## config.mk

```make
export PLATFORM = sky130hd
export DESIGN_NAME = pid_feedforward_controller
export DESIGN_NICKNAME = d
export VERILOG_FILES = /design/src/rtl/pfc_pkg.sv /design/src/rtl/pfc_error_stage.sv /design/src/rtl/pfc_mult_stage.sv /design/src/rtl/pfc_accum_stage.sv /design/src/rtl/pfc_output_stage.sv /design/src/rtl/pid_feedforward_controller.sv
export SDC_FILE = /design/constraint.sdc
export NUM_CORES = 2
export LEC_CHECK = 0
export BUFFER_PORTS_ARGS = -buffer_cell sky130_fd_sc_hd__buf_2
export CELL_PAD_IN_SITES_DETAIL_PLACEMENT = 0
export CELL_PAD_IN_SITES_GLOBAL_PLACEMENT = 1
export CORE_MARGIN = 1.5
export CORE_UTILIZATION = 38
export DETAILED_ROUTE_END_ITERATION = 10
export GPL_ROUTABILITY_DRIVEN = 0
export HOLD_SLACK_MARGIN = 0.08
export PLACE_DENSITY_LB_ADDON = 0.1
export REMOVE_ABC_BUFFERS = 1
export SETUP_SLACK_MARGIN = 0.4
export SYNTH_ARGS = -nofsm -noshare
export SYNTH_HDL_FRONTEND = slang
export SYNTH_SLANG_ARGS = --single-unit
```

## constraint.sdc

```tcl
create_clock -name clock -period 11.8 [get_ports clock]
set_clock_uncertainty 0.15 [all_clocks]
set_input_delay 2.36 -clock clock [delete_from_list [all_inputs] [get_ports clock]]
set_output_delay 2.36 -clock clock [all_outputs]
set_load 0.1 [all_outputs]
```

## src/rtl/pfc_pkg.sv

```systemverilog
// Package for the PID controller with feedforward: widths, register indexes,
// configuration and pipeline stage structures.
// No dependencies; imported by every module of the controller.
package pfc_pkg;

   localparam int SAMPLE_W = 16;
   localparam int GAIN_W   = 16;
   localparam int LIMIT_W  = 15;
   localparam int FRAC_W   = 8;
   localparam int ERROR_W  = SAMPLE_W + 1;
   localparam int DIFF_W   = ERROR_W + 1;
   localparam int ACC_W    = 24;
   localparam int PROD_W   = GAIN_W + ERROR_W;
   localparam int DPROD_W  = GAIN_W + DIFF_W;
   localparam int PDF_W    = DPROD_W + 2;
   localparam int TOTAL_W  = PDF_W + 1;
   localparam int CSR_INDEX_W = 3;
   localparam int CSR_DATA_W  = 16;

   // Configuration register indexes.
   localparam logic [CSR_INDEX_W-1:0] CSR_GAIN_P         = 3'd0;
   localparam logic [CSR_INDEX_W-1:0] CSR_GAIN_I         = 3'd1;
   localparam logic [CSR_INDEX_W-1:0] CSR_GAIN_D         = 3'd2;
   localparam logic [CSR_INDEX_W-1:0] CSR_LIMIT_DRIVE    = 3'd3;
   localparam logic [CSR_INDEX_W-1:0] CSR_LIMIT_INTEGRAL = 3'd4;

   localparam logic [LIMIT_W-1:0] LIMIT_RESET = 15'h7FFF;

   typedef struct packed {
      logic signed [GAIN_W-1:0]  gain_p;
      logic signed [GAIN_W-1:0]  gain_i;
      logic signed [GAIN_W-1:0]  gain_d;
      logic        [LIMIT_W-1:0] limit_drive;
      logic        [LIMIT_W-1:0] limit_integral;
   } cfg_type;

   // Error stage payload.
   typedef struct packed {
      logic signed [ERROR_W-1:0]  error;
      logic signed [DIFF_W-1:0]   diff;
      logic signed [SAMPLE_W-1:0] feedforward;
   } err_stage_type;

   // Product stage payload.
   typedef struct packed {
      logic signed [PROD_W-1:0]   p_term;
      logic signed [PROD_W-1:0]   i_term;
      logic signed [DPROD_W-1:0]  d_term;
      logic signed [SAMPLE_W-1:0] feedforward;
   } prod_stage_type;

endpackage

```

## src/rtl/pfc_error_stage.sv

```systemverilog
// First pipeline stage: registers the control error and its change since the
// previous transaction. Depends on pfc_pkg.
module pfc_error_stage
   import pfc_pkg::*;
(
   input  logic                       clock,
   input  logic                       reset,
   input  logic                       in_valid,
   output logic                       in_ready,
   input  logic signed [SAMPLE_W-1:0] target,
   input  logic signed [SAMPLE_W-1:0] measured,
   input  logic signed [SAMPLE_W-1:0] feedforward,
   output logic                       out_valid,
   input  logic                       out_ready,
   output err_stage_type              out_data
);

   logic                      valid_ff;
   err_stage_type             data_ff;
   err_stage_type             data_in;
   logic signed [ERROR_W-1:0] last_error_ff;
   logic signed [ERROR_W-1:0] error_in;
   logic                      take;

   // The stage takes a new transaction when empty or when its content moves on.
   assign in_ready = !valid_ff || out_ready;
   assign take     = in_valid && in_ready;

   // Error and error difference, both exact in their widened formats.
   assign error_in = ERROR_W'(target) - ERROR_W'(measured);
   always_comb begin
      data_in.error       = error_in;
      data_in.diff        = DIFF_W'(error_in) - DIFF_W'(last_error_ff);
      data_in.feedforward = feedforward;
   end

   // Control state and error history.
   always_ff @(posedge clock) begin
      if (reset) begin
         valid_ff      <= 1'b0;
         last_error_ff <= '0;
      end else begin
         if (in_ready) begin
            valid_ff <= in_valid;
         end
         if (take) begin
            last_error_ff <= error_in;
         end
      end
   end

   // Payload register.
   always_ff @(posedge clock) begin
      if (take) begin
         data_ff <= data_in;
      end
   end

   assign out_valid = valid_ff;
   assign out_data  = data_ff;

endmodule

```

## src/rtl/pfc_mult_stage.sv

```systemverilog
// Second pipeline stage: the three gain multiplications, each registered.
// Depends on pfc_pkg.
module pfc_mult_stage
   import pfc_pkg::*;
(
   input  logic          clock,
   input  logic          reset,
   input  cfg_type       cfg,
   input  logic          in_valid,
   output logic          in_ready,
   input  err_stage_type in_data,
   output logic          out_valid,
   input  logic          out_ready,
   output prod_stage_type out_data
);

   logic                      valid_ff;
   prod_stage_type            data_ff;
   prod_stage_type            data_in;
   logic signed [ERROR_W-1:0] error_s;
   logic signed [DIFF_W-1:0]  diff_s;
   logic signed [GAIN_W-1:0]  gain_p_s;
   logic signed [GAIN_W-1:0]  gain_i_s;
   logic signed [GAIN_W-1:0]  gain_d_s;
   logic signed [PROD_W-1:0]  p_prod;
   logic signed [PROD_W-1:0]  i_prod;
   logic signed [DPROD_W-1:0] d_prod;
   logic                      take;

   assign in_ready = !valid_ff || out_ready;
   assign take     = in_valid && in_ready;

   // Signed operands, then full-width products with 8 fraction bits.
   assign error_s  = in_data.error;
   assign diff_s   = in_data.diff;
   assign gain_p_s = cfg.gain_p;
   assign gain_i_s = cfg.gain_i;
   assign gain_d_s = cfg.gain_d;
   assign p_prod   = PROD_W'(gain_p_s) * PROD_W'(error_s);
   assign i_prod   = PROD_W'(gain_i_s) * PROD_W'(error_s);
   assign d_prod   = DPROD_W'(gain_d_s) * DPROD_W'(diff_s);

   always_comb begin
      data_in.p_term      = p_prod;
      data_in.i_term      = i_prod;
      data_in.d_term      = d_prod;
      data_in.feedforward = in_data.feedforward;
   end

   always_ff @(posedge clock) begin
      if (reset) begin
         valid_ff <= 1'b0;
      end else if (in_ready) begin
         valid_ff <= in_valid;
      end
   end

   always_ff @(posedge clock) begin
      if (take) begin
         data_ff <= data_in;
      end
   end

   assign out_valid = valid_ff;
   assign out_data  = data_ff;

endmodule

```

## src/rtl/pfc_accum_stage.sv

```systemverilog
// Third pipeline stage: updates and clamps the integral accumulator and adds
// the proportional, derivative and feedforward terms. Depends on pfc_pkg.
module pfc_accum_stage
   import pfc_pkg::*;
(
   input  logic                      clock,
   input  logic                      reset,
   input  logic [LIMIT_W-1:0]        limit_integral,
   input  logic                      in_valid,
   output logic                      in_ready,
   input  prod_stage_type            in_data,
   output logic                      out_valid,
   input  logic                      out_ready,
   output logic signed [PDF_W-1:0]   out_pdf_sum,
   output logic signed [ACC_W-1:0]   out_integral
);

   localparam int ACC_SUM_W = PROD_W + 1;

   logic                        valid_ff;
   logic signed [ACC_W-1:0]     integral_acc_ff;
   logic signed [ACC_W-1:0]     integral_acc_in;
   logic signed [PDF_W-1:0]     pdf_sum_ff;
   logic signed [PDF_W-1:0]     pdf_sum_in;
   logic signed [PROD_W-1:0]    p_s;
   logic signed [PROD_W-1:0]    i_s;
   logic signed [DPROD_W-1:0]   d_s;
   logic signed [SAMPLE_W-1:0]  ff_s;
   logic signed [ACC_W-1:0]     ff_scaled;
   logic signed [ACC_SUM_W-1:0] acc_sum;
   logic signed [ACC_SUM_W-1:0] lim_pos;
   logic signed [ACC_SUM_W-1:0] lim_neg;
   logic                        take;

   assign in_ready = !valid_ff || out_ready;
   assign take     = in_valid && in_ready;

   assign p_s  = in_data.p_term;
   assign i_s  = in_data.i_term;
   assign d_s  = in_data.d_term;
   assign ff_s = in_data.feedforward;

   // Accumulate and saturate to the integral limit scaled by the fraction.
   assign acc_sum = ACC_SUM_W'(integral_acc_ff) + ACC_SUM_W'(i_s);
   assign lim_pos = ACC_SUM_W'({limit_integral, {FRAC_W{1'b0}}});
   assign lim_neg = -lim_pos;
   always_comb begin
      if (acc_sum > lim_pos) begin
         integral_acc_in = lim_pos[ACC_W-1:0];
      end else if (acc_sum < lim_neg) begin
         integral_acc_in = lim_neg[ACC_W-1:0];
      end else begin
         integral_acc_in = acc_sum[ACC_W-1:0];
      end
   end

   // Sum of the terms that do not depend on the integral.
   assign ff_scaled  = {ff_s, {FRAC_W{1'b0}}};
   assign pdf_sum_in = PDF_W'(p_s) + PDF_W'(d_s) + PDF_W'(ff_scaled);

   // The accumulator changes exactly when this stage loads a transaction, so
   // it always pairs with the registered partial sum.
   always_ff @(posedge clock) begin
      if (reset) begin
         valid_ff        <= 1'b0;
         integral_acc_ff <= '0;
      end else begin
         if (in_ready) begin
            valid_ff <= in_valid;
         end
         if (take) begin
            integral_acc_ff <= integral_acc_in;
         end
      end
   end

   always_ff @(posedge clock) begin
      if (take) begin
         pdf_sum_ff <= pdf_sum_in;
      end
   end

   assign out_valid    = valid_ff;
   assign out_pdf_sum  = pdf_sum_ff;
   assign out_integral = integral_acc_ff;

endmodule

```

## src/rtl/pfc_output_stage.sv

```systemverilog
// Last pipeline stage: final sum, drive clamp, rounding and the result
// register. Depends on pfc_pkg.
module pfc_output_stage
   import pfc_pkg::*;
(
   input  logic                       clock,
   input  logic                       reset,
   input  logic [LIMIT_W-1:0]         limit_drive,
   input  logic                       in_valid,
   output logic                       in_ready,
   input  logic signed [PDF_W-1:0]    in_pdf_sum,
   input  logic signed [ACC_W-1:0]    in_integral,
   output logic                       rsp_valid,
   input  logic                       rsp_ready,
   output logic signed [SAMPLE_W-1:0] rsp_drive,
   output logic                       rsp_drive_clamped
);

   logic                        valid_ff;
   logic signed [SAMPLE_W-1:0]  drive_ff;
   logic                        clamped_ff;
   logic signed [TOTAL_W-1:0]   total;
   logic signed [TOTAL_W-1:0]   lim_pos;
   logic signed [TOTAL_W-1:0]   lim_neg;
   logic signed [ACC_W-1:0]     bounded;
   logic signed [ACC_W-1:0]     rounded;
   logic                        clamped_in;
   logic signed [SAMPLE_W-1:0]  drive_in;
   logic                        take;

   assign in_ready = !valid_ff || rsp_ready;
   assign take     = in_valid && in_ready;

   // Full sum and symmetric clamp to the drive limit.
   assign total   = TOTAL_W'(in_pdf_sum) + TOTAL_W'(in_integral);
   assign lim_pos = TOTAL_W'({limit_drive, {FRAC_W{1'b0}}});
   assign lim_neg = -lim_pos;
   always_comb begin
      if (total > lim_pos) begin
         bounded    = lim_pos[ACC_W-1:0];
         clamped_in = 1'b1;
      end else if (total < lim_neg) begin
         bounded    = lim_neg[ACC_W-1:0];
         clamped_in = 1'b1;
      end else begin
         bounded    = total[ACC_W-1:0];
         clamped_in = 1'b0;
      end
   end

   // Round to nearest, ties upward; the bounded value leaves room for the
   // half step, and the result already lies within the drive limit.
   assign rounded  = bounded + ACC_W'(1 <<< (FRAC_W - 1));
   assign drive_in = rounded[FRAC_W +: SAMPLE_W];

   always_ff @(posedge clock) begin
      if (reset) begin
         valid_ff <= 1'b0;
      end else if (in_ready) begin
         valid_ff <= in_valid;
      end
   end

   always_ff @(posedge clock) begin
      if (take) begin
         drive_ff   <= drive_in;
         clamped_ff <= clamped_in;
      end
   end

   assign rsp_valid         = valid_ff;
   assign rsp_drive         = drive_ff;
   assign rsp_drive_clamped = clamped_ff;

endmodule

```

## src/rtl/pid_feedforward_controller.sv

```systemverilog
// Positional PID controller with feedforward and clamps; uses pfc_pkg and
// the four pfc stage modules.
// Four registered stages (error, multiply, integral, output) lie between
// an accepted transaction and rsp_valid. Throughput: one transaction per
// cycle while rsp_ready is high; each stage stalls only when full.
// Reset clears all stage valids, the error history and the integral, and
// returns the gains to 0 and both limits to 32767.
module pid_feedforward_controller
   import pfc_pkg::*;
(
   input  logic                          clock,
   input  logic                          reset,
   input  logic                          req_valid,
   output logic                          req_ready,
   input  logic signed [SAMPLE_W-1:0]    req_target,
   input  logic signed [SAMPLE_W-1:0]    req_measured,
   input  logic signed [SAMPLE_W-1:0]    req_feedforward,
   output logic                          rsp_valid,
   input  logic                          rsp_ready,
   output logic signed [SAMPLE_W-1:0]    rsp_drive,
   output logic                          rsp_drive_clamped,
   input  logic                          csr_we,
   input  logic [CSR_INDEX_W-1:0]        csr_index,
   input  logic [CSR_DATA_W-1:0]         csr_wdata
);

   cfg_type                 cfg_ff;
   err_stage_type           err_data;
   prod_stage_type          prod_data;
   logic                    err_valid;
   logic                    err_ready;
   logic                    prod_valid;
   logic                    prod_ready;
   logic                    acc_valid;
   logic                    acc_ready;
   logic signed [PDF_W-1:0] acc_pdf_sum;
   logic signed [ACC_W-1:0] acc_integral;

   // Configuration registers; writes to unknown indexes are dropped.
   always_ff @(posedge clock) begin
      if (reset) begin
         cfg_ff.gain_p         <= '0;
         cfg_ff.gain_i         <= '0;
         cfg_ff.gain_d         <= '0;
         cfg_ff.limit_drive    <= LIMIT_RESET;
         cfg_ff.limit_integral <= LIMIT_RESET;
      end else if (csr_we) begin
         case (csr_index)
            CSR_GAIN_P:         cfg_ff.gain_p         <= csr_wdata;
            CSR_GAIN_I:         cfg_ff.gain_i         <= csr_wdata;
            CSR_GAIN_D:         cfg_ff.gain_d         <= csr_wdata;
            CSR_LIMIT_DRIVE:    cfg_ff.limit_drive    <= csr_wdata[LIMIT_W-1:0];
            CSR_LIMIT_INTEGRAL: cfg_ff.limit_integral <= csr_wdata[LIMIT_W-1:0];
            default: ;
         endcase
      end
   end

   // Error and error difference.
   pfc_error_stage u_error (
      .clock       (clock),
      .reset       (reset),
      .in_valid    (req_valid),
      .in_ready    (req_ready),
      .target      (req_target),
      .measured    (req_measured),
      .feedforward (req_feedforward),
      .out_valid   (err_valid),
      .out_ready   (err_ready),
      .out_data    (err_data)
   );

   // Gain products.
   pfc_mult_stage u_mult (
      .clock     (clock),
      .reset     (reset),
      .cfg       (cfg_ff),
      .in_valid  (err_valid),
      .in_ready  (err_ready),
      .in_data   (err_data),
      .out_valid (prod_valid),
      .out_ready (prod_ready),
      .out_data  (prod_data)
   );

   // Integral update and partial sum.
   pfc_accum_stage u_accum (
      .clock          (clock),
      .reset          (reset),
      .limit_integral (cfg_ff.limit_integral),
      .in_valid       (prod_valid),
      .in_ready       (prod_ready),
      .in_data        (prod_data),
      .out_valid      (acc_valid),
      .out_ready      (acc_ready),
      .out_pdf_sum    (acc_pdf_sum),
      .out_integral   (acc_integral)
   );

   // Drive clamp, rounding and result register.
   pfc_output_stage u_output (
      .clock             (clock),
      .reset             (reset),
      .limit_drive       (cfg_ff.limit_drive),
      .in_valid          (acc_valid),
      .in_ready          (acc_ready),
      .in_pdf_sum        (acc_pdf_sum),
      .in_integral       (acc_integral),
      .rsp_valid         (rsp_valid),
      .rsp_ready         (rsp_ready),
      .rsp_drive         (rsp_drive),
      .rsp_drive_clamped (rsp_drive_clamped)
   );

endmodule

```

Yosys cells after proc, flatten, opt, wreduce, memory -nomap -nowiden
Index checks and enable logic that the tools add are counted.
{ "word_totals": {"register_bits": 343, "input_bits": 72, "output_inout_bits": 19} }
{ "op_classes": {"addsub": 9, "n_mul": 3, "order_cmp": 4, "eq_ne": 4, "muxes": 5, "reduce_logical": 18} }
{ "ops": {"columns": ["op", "n"], "rows": [
  ["24-bit 2-to-1 mux", 4],
  ["16-bit by 17-bit multiplier with 33-bit output", 2],
  ["36-bit by 24-bit adder with 37-bit output", 1],
  ["37-bit by 24-bit > comparator with 1-bit output", 1],
  ["37-bit less-than comparator", 1],
  ["23-bit negation with 37-bit output", 1],
  ["35-bit by 24-bit adder with 36-bit output", 1],
  ["33-bit by 34-bit adder with 35-bit output", 1],
  ["24-bit by 33-bit adder with 34-bit output", 1],
  ["34-bit by 24-bit > comparator with 1-bit output", 1],
  ["34-bit less-than comparator", 1],
  ["16-bit by 18-bit multiplier with 34-bit output", 1],
  ["23-bit negation with 34-bit output", 1],
  ["24-bit by 9-bit adder with 24-bit output (second input constant)", 1],
  ["17-bit by 17-bit subtractor with 18-bit output", 1],
  ["16-bit by 16-bit subtractor with 17-bit output", 1],
  ["2-bit AND reduction", 5],
  ["3-bit by 2-bit equality test with 1-bit output (second input constant)", 2],
  ["1-bit logical AND", 4],
  ["1-bit zero test", 4],
  ["1-bit logical OR", 4],
  ["3-bit by 1-bit equality test with 1-bit output (second input constant)", 1],
  ["3-bit equality test (second input constant)", 1],
  ["3-bit zero test", 1],
  ["1-bit 2-to-1 mux", 1]
]} }

Longest topological paths before layout
{ "depth": {"depth_word": 6, "depth_mapped": 27, "ltp_nobuf": 25} }

Cells and area by module
A second synthesis with hierarchy kept.
{ "hier_totals": {"cells_unflattened": 5956, "area_unflattened_um2": 55499.5} }
{ "modules_own_cells": {"columns": ["module", "n_inst", "cells_per_inst", "area_each_um2", "seq_area_each_um2"], "rows": [
  ["pfc_mult_stage", 1, 3722, 35472.8, 3503.4],
  ["pfc_accum_stage", 1, 859, 7813.7, 1581.5],
  ["pfc_output_stage", 1, 692, 5116.2, 530.5],
  ["pfc_error_stage", 1, 390, 3992.6, 1891.8],
  ["pid_feedforward_controller", 1, 293, 3104.2, 1561.5]
]} }

Worst setup path before layout
OpenSTA, ideal clock, no wires.
{ "synth_path": {"path_type": "input to register", "start": "in rsp_ready", "end": "reg u_mult.data_ff (netlist bit u_mult.out_data[0]), enable pin", "arrival_time_ns": 7.784, "slack_ns": 3.259, "cell_stages": 3, "path_buffers": 0, "cell_sequence": "nor2b_1 and3_1 nor2b_1"} }
{ "synth_between": {"elab_chain_cells": 4} }
{ "synth_rtl": {"columns": ["element", "line_no", "text"], "rows": [
  ["start, declared", "pid_feedforward_controller.sv:19", "input logic rsp_ready,"],
  ["1-bit logical OR", "pfc_output_stage.sv:31", "assign in_ready = !valid_ff || rsp_ready;"],
  ["1-bit logical OR", "pfc_accum_stage.sv:35", "assign in_ready = !valid_ff || out_ready;"],
  ["1-bit logical OR", "pfc_mult_stage.sv:30", "assign in_ready = !valid_ff || out_ready;"],
  ["1-bit logical AND", "pfc_mult_stage.sv:31", "assign take = in_valid && in_ready;"],
  ["via u_mult.take", "pfc_mult_stage.sv:28", "logic take;"],
  ["end signal, assigned", "pfc_mult_stage.sv:60", "data_ff <= data_in;"],
  ["end, declared", "pfc_mult_stage.sv:18", "prod_stage_type data_ff;"]
]} }
The timed path passes the listed nets, and every way through them passes these cells.
A chain may end at the register's enable or synchronous reset.

Worst setup path in the final report
{ "layout_path": {"start": "reg u_error.data_ff (netlist bit u_error.out_data[40])", "end": "reg u_mult.data_ff (netlist bit u_mult.out_data[115]), data pin"} }
{ "layout_between": {"elab_chain_cells": 1} }
{ "layout_rtl": {"columns": ["element", "line_no", "text"], "rows": [
  ["start, declared", "pfc_error_stage.sv:19", "err_stage_type data_ff;"],
  ["start signal, assigned", "pfc_error_stage.sv:55", "data_ff <= data_in;"],
  ["16-bit by 17-bit multiplier with 33-bit output", "pfc_mult_stage.sv:39", "assign p_prod = PROD_W'(gain_p_s) * PROD_W'(error_s);"],
  ["via u_mult.p_prod[32]", "pfc_mult_stage.sv:25", "logic signed [PROD_W-1:0] p_prod;"]
]} }
The timed path passes the listed nets, and every way through them passes these cells.

==> key figures <==
Status
  – Result of the run: complete, no violations

Die
  – Die Span Y: approximately 380 um
  – I/O pin total: 91
  – Number of placement rows: about 140
  – Die Area: around 0.14 sq mm
  – Starting Density: a little under two fifths
  – X dimension of the die: about 380 um
  – Core Footprint: about 0.14 sq mm

Pwr
  – Highest ir drop seen on vdd: between 0.09 and 0.1 mV
  – Leakage Power: roughly 27 nW
  – Power per unit of standard cell area: a little under 90 mW/mm^2

Logic synthesis
  – Predominant post-synthesis flop cell: edfxtp_1
  – Fraction of registers with async set or reset after synthesis: 0%
  – Proportion of synthesized chip area in sequential cells: ~17%
  – Post-synth EDFFs: 220
  – Number of instances in the synthesized netlist: around 5700
  – Register bit count reported by yosys: about 340
  – Synthesized cell area: around 0.053 sq mm
  – Average size of a mapped cell: just over 9 sq um
  – Yosys cell types: 86
  – Number of synthesis warnings: 0

Critical path
  – Required arrival time at the worst endpoint: roughly 12 ns
  – Crit end category: flip-flop
  – Startpoint type of the worst setup path: flip-flop
  – Delay of the slowest critical-path stage: ~0.64 ns
  – Worst setup path category: flip-flop to flip-flop
  – Slowest cell on crit path: edfxtp_1
  – Data arrival time of the critical path: roughly 8.2 ns
  – Cell seen most often among critical-path stages: fa_1
  – Maximum fanout along the worst path: 21

STA
  – Min Clock Period, post-route: 7.992 ns
  – Relative slew margins: between 20% and 30%
  – RSZ-0062 raised after global routing: false
  – Number of failing setup endpoints in the final timing report: 0
  – Final critical-path share of the clock period: between 60 and 70%
  – Max Fclk: between 100 and 150 MHz
  – Setup tns final: 0 ns
  – Final hold vios: 0
  – Actual slew at the worst max-slew pin: roughly 1.2 ns
  – Post-route worst hold slack: 0.2586 ns
  – Count of pins over their slew limit: 0

GRT
  – Global-route wire length before repair: around 240 mm
  – Overflow after GRT: 0
  – Global-route usage over all layers: between 20% and 30%
  – Initial antenna violation count: 4
  – Number of global-route vias before repair: approximately 41000
  – Maximum number of pins on one net before global-route repair: 70

Detailed routing
  – Via density per instance: around 5.0
  – DR DRC count: 0
  – Vias: between 30000 and 40000
  – Number of nets still failing antenna checks after routing: 0
  – Total routed wirelength: 148.5 mm
  – First drt pass iteration count: 5
  – Number of DRC violations after detailed-routing iteration 0: about 1900
  – Detailed-route wire length per cell: about 20 um

Cells and area
  – Layout Nets: around 7000
  – Synthesis-to-finish area growth: 7.237%
  – Fraction of layout instances using a drive strength above 1: 4.446%
  – Filler instances: 13806

Clocking
  – Worst-path clk slew: approximately 0.060 ns
  – Latest clock arrival within the worst-skew pair: around 0.63 ns
  – Count of instances resized after the clock tree is built: 0
  – Max clock buf depth: 3
  – TritonCTS Sinks: 343
  – Clock root cell: clkbuf_16
  – Hold buffer count at CTS: 0
  – Level count of the clock H-tree: 2
  – Setup Buffers After CTS: 0
  – TritonCTS Buffers: 47
  – CTS tree: yes

Place
  – Hpwl dp: approximately 120 mm
  – Number of buffer cells added on primary ports: 90

Flow run
  – Max_cap viols: 0

Worst hold path
  – Worst min path class: flip-flop to flip-flop
==> critical path, delay by kind of cell (launching register included) <==
kind | cells | cell delay, ns
buffers and inverters | 6 | 0.67
DFF | 1 | 0.64
adders and majority gates | 7 | 3.28
xor gates and xnor gates | 1 | 0.10
AOI/OAI and AO/OA | 9 | 2.66
and+or+nand+nor | 2 | 0.22
==> state kept, by name, summed over array words and instances, names as in the netlist <==
name,flops
cfg_ff,78
u_error.out_data,51
u_error.out_valid,1
u_error.last_error_ff,17
u_output.rsp_valid,1
u_mult.out_data,116
u_accum.out_valid,1
u_mult.out_valid,1
u_accum.out_integral,24
u_output.rsp_drive_clamped,1
u_output.rsp_drive,16
u_accum.out_pdf_sum,36
==> where the power goes <==
group / internal (mW) / total, mW / switching [mW]
clock network: 0.887 / 1.49 / 0.603
logic: 0.723 / 1.89 / 1.17
registers: 1.44 / 1.63 / 0.186
total: 3.05 / 5.01 / 1.96
==> layer usage <==
layer	track usage, %	part of all wire, %
met4	5.501	2.6
met3	2.232	3.8
met1	29.56	46
met5	0	0.0047
met2	37.35	48
==> cells by family (layout without fill, tap and decap cells) <==
| group | Yosys count | in the layout | synth area share (%) |
|---|---|---|---|
| xor gates and xnor gates | 251 | 251 | 4.155 |
| muxes | 20 | 20 | 0.3973 |
| buffers and inverters | 1334 | 1347 | 9.521 |
| and+or+nand+nor | 1728 | 1728 | 15.74 |
| other | 0 | 1 | 0 |
| adders and majority gates | 1355 | 1355 | 44.43 |
| DFF | 343 | 343 | 17.14 |
| AOI/OAI and AO/OA | 714 | 714 | 8.613 |
==> final cells by class <==
class	instances	area [sq um]	share of cell area [%]
Tap cell	1794	2245	3.956
Multi-Input combinational cell	4068	38840	68.45
Antenna cell	1	2.502	0.004411
Sequential cell	343	9069	15.98
Timing Repair Buffer	131	760.7	1.341
Clock inverter	32	301.5	0.5315
Inverter	1129	4238	7.469
Clock buffer	55	1282	2.260
==> cells in the final DEF (no fill, tap or decap), types with 22 or more instances in the layout <==
cell type  netlist  routed
ha_1           482     482
a21o_1          74      74
nor2_1         214     214
o21a_1          34      34
and2_1         354     354
dfxtp_1        123     123
a31oi_1         22      22
nand3b_1        49      49
o21ai_0        132     132
buf_4            1      42
nand3_1         70      70
nor3_1          37      37
and3_1          27      27
edfxtp_1       220     220
buf_2            6      89
a21oi_1        256     256
xor2_1          62      62
clkbuf_16        0      49
nor2b_1         38      37
o21bai_1        25      25
nand2_1        778     778
fa_1           873     873
nand4_1         31      31
inv_1         1128    1127
xnor2_1        189     189
a211oi_1        26      26
nand2b_1        56      56
==> worst paths after layout <==
kind                          end  depth (start not counted)  slack [ns]                 start
max          u_mult.out_data[115]                         25        3.81  u_error.out_data[40]
min reg2reg   u_mult.out_data[11]                          0        0.26  u_error.out_data[11]
min           u_mult.out_data[11]                          0        0.26  u_error.out_data[11]
max reg2reg  u_mult.out_data[115]                         25        3.81  u_error.out_data[40]
==> synth_stat cells, types with 34 or more instances <==
| cell | count | share of area (%) |
|---|---|---|
| a21o_1 | 74 | 1.1 |
| a21oi_1 | 256 | 2.4 |
| and2_1 | 354 | 4.2 |
| clkbuf_1 | 191 | 1.4 |
| dfxtp_1 | 123 | 4.7 |
| edfxtp_1 | 220 | 12 |
| fa_1 | 873 | 33 |
| ha_1 | 482 | 11 |
| inv_1 | 1128 | 8.0 |
| nand2_1 | 778 | 5.5 |
| nand2b_1 | 56 | 0.66 |
| nand3_1 | 70 | 0.66 |
| nand3b_1 | 49 | 0.70 |
| nor2_1 | 214 | 1.5 |
| nor2b_1 | 38 | 0.45 |
| nor3_1 | 37 | 0.35 |
| o21a_1 | 34 | 0.48 |
| o21ai_0 | 132 | 1.2 |
| xnor2_1 | 189 | 3.1 |
| xor2_1 | 62 | 1.0 |
==> per-stage QoR <==
step                instance area (sq um)  setup WS, ns  cells  total power, mW  util [%]
floorplan                           52110         3.259   5540            2.887         -
global placement                    55150         3.821   7465            3.558     40.01
detailed placement                  55150         3.741   7465            3.562     40.01
CTS                                 56730         3.673   7552            5.099     41.16
global route                        56730         3.277   7552            5.397     41.16
finish                              56740         3.808   7553            5.007     41.16
Power figures use the tool's default switching activity.
